==> src/design/cwp_pkg.sv <==
// shared types and constants for the window pooling block
package cwp_pkg;

  localparam int SampleBits = 16;
  localparam int MaxWidth   = 1024;
  localparam int MaxHeight  = 1024;
  localparam int MaxStep    = 8;
  localparam int PosBits    = 10;
  localparam int AccBits    = 40;
  localparam int CountBits  = 21;
  localparam int QueueDepth = 4;
  localparam int QueueBits  = 2;

  localparam logic [1:0] RegMode   = 2'd0;
  localparam logic [1:0] RegStep   = 2'd1;
  localparam logic [1:0] RegWidth  = 2'd2;
  localparam logic [1:0] RegHeight = 2'd3;

  typedef enum logic [2:0] {
    MODE_MAX  = 3'd0,
    MODE_AVG  = 3'd1,
    MODE_L2   = 3'd2,
    MODE_GMAX = 3'd3,
    MODE_GAVG = 3'd4
  } mode_t;

  // one classified pixel handed from the front to the back
  typedef struct packed {
    logic signed [SampleBits-1:0] sample;
    logic [PosBits-1:0]           col_idx;
    logic                         first;
    logic                         emit;
    logic                         last_pixel;
    logic [CountBits-1:0]         count;
  } work_t;

  typedef enum logic [2:0] {
    ST_ACC  = 3'd0,
    ST_READ = 3'd1,
    ST_UPD  = 3'd2,
    ST_DIV  = 3'd3,
    ST_SQRT = 3'd4,
    ST_OUT  = 3'd5
  } back_state_t;

endpackage

==> src/design/cwp_front.sv <==
// front end: tracks pixel position and classifies each sample
module cwp_front (
  input  logic                            clk,
  input  logic                            rst,
  input  logic                            restart,
  input  cwp_pkg::mode_t                  mode,
  input  logic [3:0]                      step,
  input  logic [cwp_pkg::PosBits:0]       width,
  input  logic [cwp_pkg::PosBits:0]       height,
  input  logic                            in_valid,
  output logic                            in_ready,
  input  logic [cwp_pkg::SampleBits-1:0]  in_sample,
  output logic                            push,
  output cwp_pkg::work_t                  push_item,
  input  logic                            queue_full
);

  logic [cwp_pkg::PosBits-1:0] col, row;
  logic [3:0] col_in, row_in;
  logic [cwp_pkg::PosBits-1:0] col_idx;
  logic [cwp_pkg::PosBits-1:0] col_base, row_base;
  logic [cwp_pkg::PosBits:0]   cols_left, rows_left;
  logic [3:0] cols, rows;
  logic last_col, last_row, whole_frame;

  assign in_ready    = !queue_full;
  assign push        = in_valid && in_ready;
  assign whole_frame = (mode == cwp_pkg::MODE_GMAX) || (mode == cwp_pkg::MODE_GAVG);
  assign last_col    = ({1'b0, col} == width - 1'b1);
  assign last_row    = ({1'b0, row} == height - 1'b1);

  // window-relative position, tracked by counters
  always_comb begin
    col_base  = col - cwp_pkg::PosBits'(col_in);
    row_base  = row - cwp_pkg::PosBits'(row_in);
    cols_left = width - {1'b0, col_base};
    rows_left = height - {1'b0, row_base};
    cols = (cols_left > {7'd0, step}) ? step : cols_left[3:0];
    rows = (rows_left > {7'd0, step}) ? step : rows_left[3:0];
  end

  // classified item
  always_comb begin
    push_item.sample     = $signed(in_sample);
    push_item.col_idx    = col_idx;
    push_item.last_pixel = last_col && last_row;
    if (whole_frame) begin
      push_item.first = (col == '0) && (row == '0);
      push_item.emit  = last_col && last_row;
      push_item.count = cwp_pkg::CountBits'(width) * cwp_pkg::CountBits'(height);
    end else begin
      push_item.first = (col_in == 4'd0) && (row_in == 4'd0);
      push_item.emit  = ((col_in == step - 4'd1) || last_col) &&
                        ((row_in == step - 4'd1) || last_row);
      push_item.count = cwp_pkg::CountBits'(cols) * cwp_pkg::CountBits'(rows);
    end
  end

  // position counters
  always_ff @(posedge clk) begin
    if (rst || restart) begin
      col <= '0; row <= '0; col_in <= '0; row_in <= '0; col_idx <= '0;
    end else if (push) begin
      if (last_col) begin
        col <= '0; col_in <= '0; col_idx <= '0;
        if (last_row) begin
          row <= '0; row_in <= '0;
        end else begin
          row    <= row + 1'b1;
          row_in <= (row_in == step - 4'd1) ? 4'd0 : row_in + 4'd1;
        end
      end else begin
        col <= col + 1'b1;
        if (col_in == step - 4'd1) begin
          col_in  <= '0;
          col_idx <= col_idx + 1'b1;
        end else begin
          col_in <= col_in + 4'd1;
        end
      end
    end
  end

endmodule

==> config.mk <==
export PLATFORM = sky130hd
export DESIGN_NAME = cwp_front
export DESIGN_NICKNAME = d
export VERILOG_FILES = /design/src/design/cwp_pkg.sv /design/src/design/cwp_front.sv
export SDC_FILE = /design/constraint.sdc
export NUM_CORES = 1
export LEC_CHECK = 0
export BUFFER_PORTS_ARGS = -buffer_cell sky130_fd_sc_hd__clkbuf_2
export CAP_MARGIN = 20
export CORE_MARGIN = 5
export CORE_UTILIZATION = 33
export DETAILED_ROUTE_END_ITERATION = 10
export PLACE_DENSITY = 0.47
export REMOVE_ABC_BUFFERS = 1
export SYNTH_ARGS = -nofsm -noshare
export SYNTH_HDL_FRONTEND = slang
export SYNTH_SLANG_ARGS = --single-unit
==> constraint.sdc <==
create_clock -name clk -period 21.1 [get_ports clk]
set_clock_uncertainty 0.05 [all_clocks]
set_input_delay 1.055 -clock clk [delete_from_list [all_inputs] [get_ports clk]]
set_output_delay 1.055 -clock clk [all_outputs]
set_load 0.005 [all_outputs]
# After elaboration in Yosys (flattened, before gate mapping)
# Cells that the tools add are included.
# word_totals
regBits	38
elab_cells	56
# op_classes
add_sub_neg	12
mul	2
n_lt_le_gt_ge	2
eq_ne	6
mux	12
n_reduce_logical	17
# ops
operator	count
$mux 10	4
$add 10x1->10 const B	3
$mux 4	6
$eq 10x11->1	2
$gt 11x4->1	2
$sub 11x1->11 const B	2
$sub 11x10->11	2
$mul 11x11->21	1
$mux 21	1
$logic_not 10->1	2
$sub 10x4->10	2
$add 4x1->4 const B	2
$eq 4x4->1	2
$logic_not 4->1	2
$mul 4x4->8	1
$logic_and 1x1->1	5
$logic_or 1x1->1	4
$reduce_and 2->1	2
$sub 4x1->4 const B	1
$eq 3x2->1 const B	1
$eq 3x3->1 const B	1
$mux 2	1
$reduce_bool 2->1	1
$logic_not 1->1	1

# Depth between registers and ports, before layout
# depth
word_depth	6
mapped_depth	29
ltp_nobuf	28

# Least setup slack after synthesis
# No wires, ideal clock.
# synth_timing
path_kind	register -> output
start	register col_in[0]
end	output port push_item[7] (netlist bit)
arrival_time_ns	6.437
required_time_ns	19.995
path_slack_ns	13.558
stages_incl_launch_ff	28
n_path_buf	1
cell_sequence	dfxtp_1 ha_1 inv_1 fa_1 a21o_1 a21o_1 nor3_1 xnor2_1 ha_1 a21o_1 a211oi_1 o22ai_1 a22o_1 a2111oi_2 or4b_1 buf_2 mux2_4 or2_1 fa_1 inv_1 fa_1 ha_1 a21o_1 a21oi_1 o21bai_1 a21oi_1 xor2_1 a21oi_1
# synth_rtl
item	line	text
start, declared	cwp_front.sv:19	logic [3:0] col_in, row_in;
start signal, assigned	cwp_front.sv:78	col_in <= col_in + 4'd1;
end, declared	cwp_front.sv:14	output cwp_pkg::work_t push_item,

==> results.json <==
{
  "status": "finished, final reports clean",
  "drt-total-wl_mm": 23.68,
  "htreeDepth": 2,
  "fin_hold_ws_ps": 448.7,
  "ctsRootBufferMaster": "clkbuf_16",
  "post_cts.repair.setup_buffers": 0,
  "overflow": 0,
  "drive_above_1_share": 0.08891,
  "p_leak_nw": 4.300,
  "switching_share": 0.4695,
  "syn_inst": 1120,
  "synthArstFlopShare": 0,
  "hpwl_mm": 18.91,
  "synthFlopType": "dfxtp_1",
  "fillers": 2796,
  "syn_to_final_growth_pct": 7.505,
  "clk_latency_ps": 280,
  "rows": 60,
  "grt_max_degree": 21,
  "seqPwrFrac": 0.108,
  "ys_ff_latch": 38,
  "die_h_um": 173.8,
  "route.detailed.drc": 0,
  "via_count": 7402,
  "nNetsFinal": 1389,
  "portBuffers": 69,
  "mostFrequentLayoutCells": "inv_1 (133), ha_1 (117), nand2_1 (115)",
  "ant_nets": 0,
  "period_share": 0.4031,
  "worst-path-max-fanout": 6,
  "setup_tns_ps": 0,
  "io-pin-count": 102,
  "max_freq_mhz": 117.6,
  "synth-edff-count": 0,
  "ys_seq_area_frac": 0.08594,
  "first_pass_iters": 5,
  "viasPerCell": 5.012,
  "initial_core_util": 0.3322,
  "grt_pass1_vias": 7552,
  "place_congestion": 0.8208,
  "mostFrequentLayoutCell": "inv_1",
  "fp.coreArea_um2": 26650,
  "cts_tree": "done",
  "drv_cap": 0,
  "setup_viol": 0,
  "cp-end-kind": "output port",
  "syn_area_um2": 8852,
  "slew_violations": 0,
  "routedWlPerCell_um": 16.03,
  "p_comb_frac": 0.741,
  "n_antenna_cell": 0,
  "hold_class": "reg -> reg",
  "clkPwrFrac": 0.151,
  "cts.path.max_buffers": 2,
  "grt_first_pass_wirelength_mm": 39.49,
  "cts_sinks": 38,
  "ir_drop_v": 0.00005751,
  "slew_headroom": 0.3215,
  "final.min_clock_period_ps": 8506,
  "synth.distinct_cells": 68,
  "clk_pin_slew_ps": 60,
  "die-width_um": 173.8,
  "worst_slew_pin_slew_ps": 1018,
  "start_kind": "register",
  "grtUsageTotal": 0.1560,
  "cp.arrival_ps": 7400,
  "post_cts_resized": 0,
  "yosys_warnings": 0,
  "drt_iter0_drc": 316,
  "dieArea_um2": 30200,
  "rsz0062_at_grt": "no",
  "syn_area_per_cell_um2": 7.904,
  "internal_power_mw": 0.3557,
  "p_sw_mw": 0.3148,
  "worstPathRequired_ps": 20000,
  "hold_viol_final": 0,
  "worstSetupPathType": "reg -> out",
  "power_density_nw_per_um2": 70.45,
  "antenna_found_initial": 0,
  "cts_made_buffers": 5,
  "cts_hold_buf": 0
}
power groups by stage:
stage	logic (mW)	clock network (mW)	registers, mW
2_1_floorplan	0.373	0	0.0738
3_3_place_gp	0.502	0	0.0739
3_5_place_dp	0.498	0	0.0739
4_1_cts	0.505	0.104	0.0722
5_1_grt	0.572	0.107	0.0723
6_report	0.497	0.101	0.0723
metrics by stage:
stage	instances	power (mW)	util	cell area [µm²]	worst slack, ps
after floorplan	1058	0.4472	-	8538	13550
after global placement	1469	0.5755	0.3496	9318	12930
after detailed placement	1469	0.5722	0.3496	9318	12780
after CTS	1477	0.6821	0.3571	9517	12540
after global routing	1477	0.7511	0.3571	9517	12020
final	1477	0.6704	0.3571	9517	12590
routing by layer:
metal	up-vias	routed length [µm]	GRT usage
li1	3736	-	-
met1	3554	11850	0.2233
met2	106	11190	0.2665
met3	6	554	0.01352
met4	0	88	0.01485
met5	-	0	0
synthesized netlist by cell type, types with 3 or more instances:
| library cell | n | share of area |
|---|---|---|
| a2bb2oi_1 | 3 | 0.0030 |
| xnor2_1 | 63 | 0.062 |
| buf_2 | 5 | 0.0028 |
| mux2i_1 | 9 | 0.010 |
| nor2b_1 | 13 | 0.0092 |
| o21ai_0 | 32 | 0.018 |
| nand4_1 | 20 | 0.014 |
| a211oi_1 | 13 | 0.011 |
| nand2b_1 | 7 | 0.0049 |
| nor3_1 | 27 | 0.015 |
| or3_1 | 12 | 0.0085 |
| o22ai_1 | 3 | 0.0021 |
| nor2_1 | 103 | 0.044 |
| a2111oi_0 | 5 | 0.0049 |
| o21a_1 | 6 | 0.0051 |
| and3_1 | 6 | 0.0042 |
| dfxtp_1 | 38 | 0.086 |
| a21o_1 | 16 | 0.014 |
| ha_1 | 117 | 0.17 |
| a21oi_1 | 42 | 0.024 |
| nand3_1 | 22 | 0.012 |
| inv_1 | 133 | 0.056 |
| and2_1 | 48 | 0.034 |
| a31oi_1 | 8 | 0.0057 |
| o21bai_1 | 5 | 0.0042 |
| o211ai_1 | 4 | 0.0034 |
| buf_4 | 16 | 0.014 |
| buf_1 | 4 | 0.0017 |
| clkbuf_1 | 35 | 0.015 |
| nor4_1 | 7 | 0.0049 |
| nand2_1 | 115 | 0.049 |
| o2111ai_1 | 4 | 0.0040 |
| or2_2 | 6 | 0.0042 |
| xor2_1 | 36 | 0.036 |
| or4_1 | 3 | 0.0025 |
| fa_1 | 87 | 0.20 |
| nand3b_1 | 5 | 0.0042 |
critical path, stage by stage, from the launching register on:
cell	delay (ps)
dfxtp_1	450
ha_1	190
inv_1	50
fa_1	400
a21o_1	190
a21o_1	200
nor3_1	180
xnor2_1	150
ha_1	300
a21o_1	200
a211oi_1	320
o22ai_1	130
a22o_1	260
a2111oi_2	320
or4b_1	620
mux2_4	380
or2_1	260
fa_1	540
inv_1	50
fa_1	600
ha_1	250
a21o_1	180
a21oi_1	230
o21bai_1	90
a21oi_1	170
xor2_1	160
a21oi_1	80
clkbuf_2	160
sequential cells by signal (all words and copies together) (netlist names):
register  cells
col_idx      10
col_in        4
col          10
row          10
row_in        4
worst paths after layout:
kind / from / to / slack (ps) / cells past startpoint
worst max-delay path: col_in[0] / push_item[7] / 12590 / 27
worst min-delay path: row_in[2] / row_in[2] / 450 / 2
worst max register to register: col[1] / row[3] / 18110 / 8
worst min register to register: row_in[2] / row_in[2] / 450 / 2
kinds of logic (layout without fill, tap and decap cells):
kind of cell             Yosys count  after routing  synth area share
adder cells (fa/ha/maj)          204            204            0.3621
flip-flops                        38             38           0.08594
AND/OR/NAND/NOR                  409            409            0.2274
XOR/XNOR                          99             99           0.09795
AO/OA/AOI/OAI                    163            163            0.1211
buffers and inverters            196            212           0.09230
multiplexers                      11             11           0.01314
layout make-up:
type | count | area [µm²] | area share
Sequential cell | 38 | 760.7 | 0.07994
Multi-Input combinational cell | 886 | 7274 | 0.7644
Inverter | 134 | 503.0 | 0.05285
Tap cell | 341 | 426.7 | 0.04483
Timing Repair Buffer | 70 | 352.8 | 0.03708
Clock buffer | 6 | 138.9 | 0.01459
Clock inverter | 2 | 60.06 | 0.006311
(Power assumes the default switching activity.)
