==> src/design/cwp_pkg.sv <==
// shared types and constants for the window pooling block
package cwp_pkg;

  localparam int SampleBits = 16;
  localparam int MaxWidth   = 1024;
  localparam int MaxHeight  = 1024;
  localparam int MaxStep    = 8;
  localparam int PosBits    = 10;
  localparam int AccBits    = 40;
  localparam int CountBits  = 21;
  localparam int QueueDepth = 4;
  localparam int QueueBits  = 2;

  localparam logic [1:0] RegMode   = 2'd0;
  localparam logic [1:0] RegStep   = 2'd1;
  localparam logic [1:0] RegWidth  = 2'd2;
  localparam logic [1:0] RegHeight = 2'd3;

  typedef enum logic [2:0] {
    MODE_MAX  = 3'd0,
    MODE_AVG  = 3'd1,
    MODE_L2   = 3'd2,
    MODE_GMAX = 3'd3,
    MODE_GAVG = 3'd4
  } mode_t;

  // one classified pixel handed from the front to the back
  typedef struct packed {
    logic signed [SampleBits-1:0] sample;
    logic [PosBits-1:0]           col_idx;
    logic                         first;
    logic                         emit;
    logic                         last_pixel;
    logic [CountBits-1:0]         count;
  } work_t;

  typedef enum logic [2:0] {
    ST_ACC  = 3'd0,
    ST_READ = 3'd1,
    ST_UPD  = 3'd2,
    ST_DIV  = 3'd3,
    ST_SQRT = 3'd4,
    ST_OUT  = 3'd5
  } back_state_t;

endpackage

==> src/design/cwp_queue.sv <==
// small fifo between front and back
module cwp_queue (
  input  logic           clk,
  input  logic           rst,
  input  logic           push,
  input  cwp_pkg::work_t push_item,
  output logic           full,
  input  logic           pop,
  output logic           not_empty,
  output cwp_pkg::work_t head
);

  cwp_pkg::work_t slots [cwp_pkg::QueueDepth];
  logic [cwp_pkg::QueueBits-1:0] wr_ptr, rd_ptr;
  logic [cwp_pkg::QueueBits:0]   fill;

  assign full      = (fill == (cwp_pkg::QueueBits+1)'(cwp_pkg::QueueDepth));
  assign not_empty = (fill != '0);
  assign head      = slots[rd_ptr];

  // storage
  always_ff @(posedge clk) begin
    if (push) slots[wr_ptr] <= push_item;
  end

  // pointers
  always_ff @(posedge clk) begin
    if (rst) begin
      wr_ptr <= '0; rd_ptr <= '0; fill <= '0;
    end else begin
      if (push) wr_ptr <= wr_ptr + 1'b1;
      if (pop)  rd_ptr <= rd_ptr + 1'b1;
      fill <= fill + (cwp_pkg::QueueBits+1)'(push) - (cwp_pkg::QueueBits+1)'(pop);
    end
  end

endmodule

==> config.mk <==
export PLATFORM = sky130hd
export DESIGN_NAME = cwp_queue
export DESIGN_NICKNAME = d
export VERILOG_FILES = /design/src/design/cwp_pkg.sv /design/src/design/cwp_queue.sv
export SDC_FILE = /design/constraint.sdc
export NUM_CORES = 1
export LEC_CHECK = 0
export ABC_CLOCK_PERIOD_IN_PS = 2620
export BUFFER_PORTS_ARGS = -buffer_cell sky130_fd_sc_hd__buf_2
export CAP_MARGIN = 5
export CORE_ASPECT_RATIO = 2
export CORE_MARGIN = 5
export CORE_UTILIZATION = 40
export DETAILED_ROUTE_END_ITERATION = 7
export SLEW_MARGIN = 20
export SYNTH_ARGS = -nofsm -noshare
export SYNTH_HDL_FRONTEND = slang
export SYNTH_SLANG_ARGS = --single-unit
==> constraint.sdc <==
create_clock -name clk -period 2.62 [get_ports clk]
set_input_delay 0.524 -clock clk [delete_from_list [all_inputs] [get_ports clk]]
set_output_delay 0.524 -clock clk [all_outputs]
set_load 0.02 [all_outputs]
Yosys cells after proc, flatten, opt, wreduce, memory -nomap -nowiden
Memory sizes are Yosys's and may differ from the RTL's. A register that Yosys moved wholly into a read port is not among the register bits. Index checks and enable logic that the tools add are counted.

Register bits after elaboration: 7. RAM bits: 200. Input bits: 54. Output and inout port bits: 52. Logic and storage cells: 14. Memories: 1.

Memory list: slots (depth 4, width 50, rd ports 1, clocked after memory_dff 1, wr ports 1, RTL line cwp_queue.sv:13) `cwp_pkg::work_t slots [cwp_pkg::QueueDepth];`.

$add $sub $neg: 4. Equal/unequal tests: 1. Mux-type cells: 4. Reductions and logical operators: 1.

Operator list (number): adder 2 x 1 -> 2 bit (second input constant) (2); 2-to-1 mux 2 bit (2); adder 3 x 1 -> 3 bit (1); equality test 3 bit (second input constant) (1); nonzero test 3 bit (1); subtractor 3 x 1 -> 3 bit (1); 2-to-1 mux 1 bit (2).

Longest topological paths before layout
Gate-level depths: netlist of run 1.

Word-level depth: 3. Gate-level depth with buffers: 7. Depth with buffers taken out: 7.

Worst setup path before layout of run 1
Ideal clock, no wire load.

Kind: reg2reg. Start: register wr_ptr[0] (netlist name). End: memory slots[2][0] (netlist name), enable pin. Library setup time: 0.413 ns. Arrival: 1.734 ns. Data required time: 2.207 ns. Setup slack: 0.473 ns. Cell stages (with the launch flop): 4. Path buffers: 0. Clock period less this slack: 2.147 ns. Cells stage by stage: dfxtp_1 -> inv_1 -> ha_1 -> and2_1.

RTL lines: start: declaration (RTL line cwp_queue.sv:14) `logic [cwp_pkg::QueueBits-1:0] wr_ptr, rd_ptr;`; start signal: assignment (RTL line cwp_queue.sv:31) `if (push) wr_ptr <= wr_ptr + 1'b1;`; end: declaration (RTL line cwp_queue.sv:13).

No word-level cell before the write port.

==> results.yml, run 1 <==
outcome:
  outcome: "finished clean"
global_route:
  grt_use_total_pct: 13.2
  grt-ovfl-total: 0
  grt_pass1_vias: 3935
  antenna_found_initial: 2
  grt_pass1_wl_mm: 22.0
  grt_max_degree: 35
route:
  firstDrtPassIters: 4
  ant_nets: 0
  wl_per_cell_um: 20.4
  wl_mm: 14.3
  drc: 0
  drtIter0Drc: 126
  vias: 3401
  avgViaCountPerCell: 4.84
layout:
  nFillCells: 1595
  layoutNonFillerInstCount: 702
  syn2layout_area_growth_pct: 19.8
  finalNetCount: 491
  seq_area_mm2: 0.00619
  multi_input_comb_area_mm2: 0.00137
  final_layout_size_suffix_gt1_share_pct: 45.6
  diodes: 0
sta:
  drv_slew: 0
  relSlewSlack_pct: 67.1
  setup_tns_ps: 0
  period_share_pct: 92.7
  finalWorstSetupSlack_ps: 190
  period_minus_slack_ps: 2430
  worstMarginPinSlew_ps: 493
  setup_viol: 0
  max_freq_mhz: 412
  rsz0062_at_grt: "no"
  fin_skew_ps: 14.6
  timing.hold.ws_ps: 250
  hold_violations: 0
placement:
  io_buffers: 105
  dp_hpwl_mm: 9.06
  gp_congestion: 0.703
  place_worst_setup_slack_ps: 563
  dp.cells: 668
die:
  fp.dieW_um: 108
  die_area_mm2: 0.0223
  num_rows: 72
  io_pins: 106
  initial_core_util_pct: 40.2
  die_y_um: 206
  core_mm2: 0.0192
synthesis:
  avgSynthCellArea_um2: 25.4
  synthCells: 304
  synth_area_mm2: 0.00771
  seq_area_frac_synth_pct: 80.2
  synth-main-ff-cell: "edfxtp_1"
  yosys.area.top_type: "edfxtp_1"
  synth_seq_cells: 209
  synth-edff-count: 200
  yosysWarnings: 0
  ys_top_cells_by_area: "edfxtp_1, mux4_2, dfxtp_1"
  synth_cell_type_count: 21
  syn_nets: 365
  synth_top_area_share_pct: 77.9
  async_flop_share_pct: 0
cts:
  path_clk_slew_ps: 70
  post-cts-setup-buffers: 0
  cts_tree: "done"
  worstSkewPairLatency_ps: 490
  clock-root-buffer: "clkbuf_16"
  ctsHtreeMaxLevel: 1
  cts_resized: 0
  cts_hold_buffers: 0
  clk_path_buf_depth: 3
  numCtsBuffers: 19
  cts.sinks: 209
setup_path:
  cp-end-kind: "primary output"
  r2r_slack_ps: 870
  worstPathBufferInverterCount: 2
  cpMaxStageDelayCell: "mux4_2"
  cp.arrival_ps: 1910
  cp_max_fo: 16
  reg2reg_depth: 7
  cpPeakStageDelay_ps: 570
  worst_path_dominant_cell_family: "multiplexers"
  cp-start-kind: "flip-flop"
  cp_cell_sequence: "buf_4 -> mux4_2 -> buf_2"
  critical_path_depth: 3
  required_ps: 2100
  critPathKind: "flip-flop to primary output"
min_path:
  min_path_cells: 1
  hp-class: "primary input to flip-flop"
power_and_ir_drop:
  leakagePower_nw: 3.13
  powerDensity_mw_per_mm2: 808
  ir_worst_vdd_mv: 0.562
  total_power_mw: 7.46
job:
  max_cap_violations: 0
cells by family after synthesis:
logic type | count (synthesis) | share of synthesized area (%)
compound gates | 2 | 0.195
fa+ha+maj | 7 | 1.23
buf+inv | 18 | 2.11
mux | 51 | 14.7
xor+xnor | 3 | 0.535
simple gates | 14 | 0.990
flops | 209 | 80.2
final cells by class:
cell class / count / share of cell area, %
repair buffers: 117 / 7.61
clock buffers: 30 / 6.14
inverters: 6 / 0.244
well taps: 259 / 3.51
clock inverters: 4 / 0.650
multi-input cells: 77 / 14.8
flip-flops and latches: 209 / 67.0
metal layers:
layer	part of all wire, %	track usage, %	vias to the layer above
met5	0.28	0	-
met4	2.2	4.56	4
met3	4.5	2.31	25
met2	58	25.3	71
met1	35	14.2	1771
li1	-	-	1530
metrics by stage:
step	area, um2	utilization (%)
finish	9240	48.1
global route	9240	48.1
CTS	9240	48.1
detailed placement	8610	44.9
global placement	8610	44.9
floorplan	7710	-
cells in the mapped netlist (all sizes together), types with 2 or more instances:
library cell and number:
nor2 5, nor2b 2, edfxtp 200, dfxtp 9
and2 4, buf 12, inv 6, mux4 50
ha 6, xnor2 2
report_power, final:
group          switching (mW)  internal (mW)  total (mW)
Combinational           0.484          0.365       0.849
Sequential             0.0438           3.84        3.88
Clock                    1.13           1.60        2.73
placed cells by master (no fill, tap or decap):
master,n
clkbuf_16,19
and3_1,1
xor3_1,1
buf_12,7
inv_1,6
clkinv_8,1
clkinv_2,1
a21oi_1,1
fa_1,1
edfxtp_1,200
nor2b_1,2
dfxtp_4,1
and2_2,4
xnor2_1,2
clkbuf_8,5
dfxtp_1,7
mux2i_1,1
buf_4,5
inv_6,1
or3_1,1
mux4_2,50
nor2_1,5
bufinv_16,1
ha_1,6
dfxtp_2,1
a21bo_2,1
buf_2,105
clkbuf_1,6
nand3b_1,1
final timing paths:
check / from / to
setup / recovery: flip-flop / head[0]
hold / removal: push_item[37] / slots[2][37]
setup reg to reg: fill[0] / fill[2]
hold reg to reg: rd_ptr[1] / flip-flop
worst reg2reg max path: stages, from the launching register on:
cell,delay (ps)
dfxtp_1,330
inv_1,50
ha_1,270
inv_1,40
ha_1,180
fa_1,370
xor3_1,380
nor2_1,40
sequential cells by signal (all words and copies together), names as in the netlist, named ones only:
register  count
fill          3
rd_ptr        2
slots       200
wr_ptr        2
Note: power is estimated with default switching activity, not from simulation.
==> inputs of run 2 (changes only) <==
- CTS_BUF_LIST: unset -> sky130_fd_sc_hd__clkbuf_8
==> run 2 against run 1 <==
Net effect: sequential share of layout area grew 0.86 points; highest routed layer unchanged; register-to-register slack is essentially flat; global-route usage is 0.14 points higher; worst hold slack lost 47 ps; critical path depth is the same; fmax decreased by 2.7%; critical endpoint is now head[38]; first-iteration DRC count shrank 18%; sequential power hardly changed.
==> results.yml, run 2 (synthesis gave the netlist of run 1 again) <==
outcome:
  outcome: "finished clean"
layout:
  finalNetCount: 500
  diodes: 0
  postLayoutCellArea_mm2: 0.00912
  seq_area_mm2: 0.00619
  syn2layout_area_growth_pct: 18.2
  reg_top3: "slots: 200 flops, fill: 3 flops"
  regMostFlops: "slots"
  final_cell_mix: "edfxtp_1, buf_2, mux4_2"
  final_layout_size_suffix_gt1_share_pct: 45.0
  mostFrequentLayoutCell: "edfxtp_1"
  largest_reg_flops: 200
  nFillCells: 1614
  utilization_pct: 47.5
  multi_input_comb_area_mm2: 0.00137
cts:
  cts_hold_buffers: 0
  cts_tree: "done"
  clock-root-buffer: "clkbuf_8"
  ctsHtreeMaxLevel: 1
  cts_resized: 0
  post-cts-setup-buffers: 0
  numCtsBuffers: 28
  clk_path_buf_depth: 3
  path_clk_slew_ps: 70
  worstSkewPairLatency_ps: 540
  cts.sinks: 209
route:
  ant_nets: 0
  wl_mm: 14.5
  vias: 3482
  drc: 0
  firstDrtPassIters: 4
  avgViaCountPerCell: 4.84
  drtIter0Drc: 103
  wl_per_cell_um: 20.1
setup_path:
  cp-end-kind: "primary output"
  required_ps: 2100
  r2r_slack_ps: 870
  cp.arrival_ps: 1970
  cp_max_fo: 16
  critPathKind: "flip-flop to primary output"
  cp-start-kind: "flip-flop"
sta:
  timing.hold.ws_ps: 203
  max_freq_mhz: 401
  worstMarginPinSlew_ps: 489
  drv_slew: 0
  setup_tns_ps: 0
  relSlewSlack_pct: 67.4
  hold_violations: 0
  setup_viol: 0
  period_share_pct: 95.3
  period_minus_slack_ps: 2500
  finalWorstSetupSlack_ps: 124
  fin_skew_ps: 7.65
  rsz0062_at_grt: "no"
die:
  die_area_mm2: 0.0223
  num_rows: 72
  die_y_um: 206
  fp.dieW_um: 108
  io_pins: 106
  initial_core_util_pct: 40.2
  core_mm2: 0.0192
placement:
  place_worst_setup_slack_ps: 563
  gp_congestion: 0.703
  dpl_cell_area_mm2: 0.00861
  io_buffers: 105
  dp_hpwl_mm: 9.06
job:
  max_cap_violations: 0
power_and_ir_drop:
  leakagePower_nw: 3.12
  ir_worst_vdd_mv: 0.375
  powerDensity_mw_per_mm2: 764
global_route:
  grt_max_degree: 35
  antenna_found_initial: 2
  grt-ovfl-total: 0
  grt_use_total_pct: 13.3
  grt_pass1_wl_mm: 22.3
  grt_pass1_vias: 3982
min_path:
  hp-class: "primary input to flip-flop"
run 2: changes by cell type in the layout (fill, tap and decap cells not counted):
cell / change
clkinv_2: +1
clkbuf_16: -19
inv_1: +10
clkinvlp_4: +1
clkbuf_1: -6
clkinv_1: +8
clkbuf_8: +23
clkinv_8: -1
run 2: final timing paths:
path / from / endpoint / depth (start not counted)
setup / recovery: flip-flop / head[38] / 3
hold / removal: push_item[8] / slots[3][8] / 1
setup reg to reg: fill[0] / fill[2] / 7
hold reg to reg: rd_ptr[1] / flip-flop / 2
run 2: metal layers:
layer	vias up	wire [um]	GRT usage (%)
met5	-	32	0
met3	35	646	2.41
met2	88	8340	25.4
met1	1800	5060	14.2
li1	1555	-	-
met4	4	389	5.24
run 2: cell type report:
| type | count | area share, % |
|---|---|---|
| Multi-Input combinational cell | 77 | 15.0 |
| Timing Repair Buffer | 117 | 7.71 |
| Inverter | 6 | 0.247 |
| Clock buffer | 28 | 4.23 |
| Sequential cell | 209 | 67.9 |
| Tap cell | 259 | 3.55 |
| Clock inverter | 23 | 1.36 |
run 2: worst max-delay path, stage by stage (launching register included):
cell and delay, ps:
dfxtp_4 360, buf_4 320, mux4_2 570, buf_2 180
run 2: stage by stage:
step                      std cells  power, mW
after global placement          668       4.80
after detailed placement        668       4.83
after CTS                       719       7.10
after global routing            719       7.29
after floorplan                 304       4.52
final                           719       6.96
run 2: power by group:
group / internal (mW) / switching (mW) / leakage [nW]
combinational: 0.365 / 0.485 / 0.910
sequential: 3.84 / 0.0438 / 1.91
clock: 1.10 / 1.13 / 0.294
total: 5.30 / 1.66 / 3.12
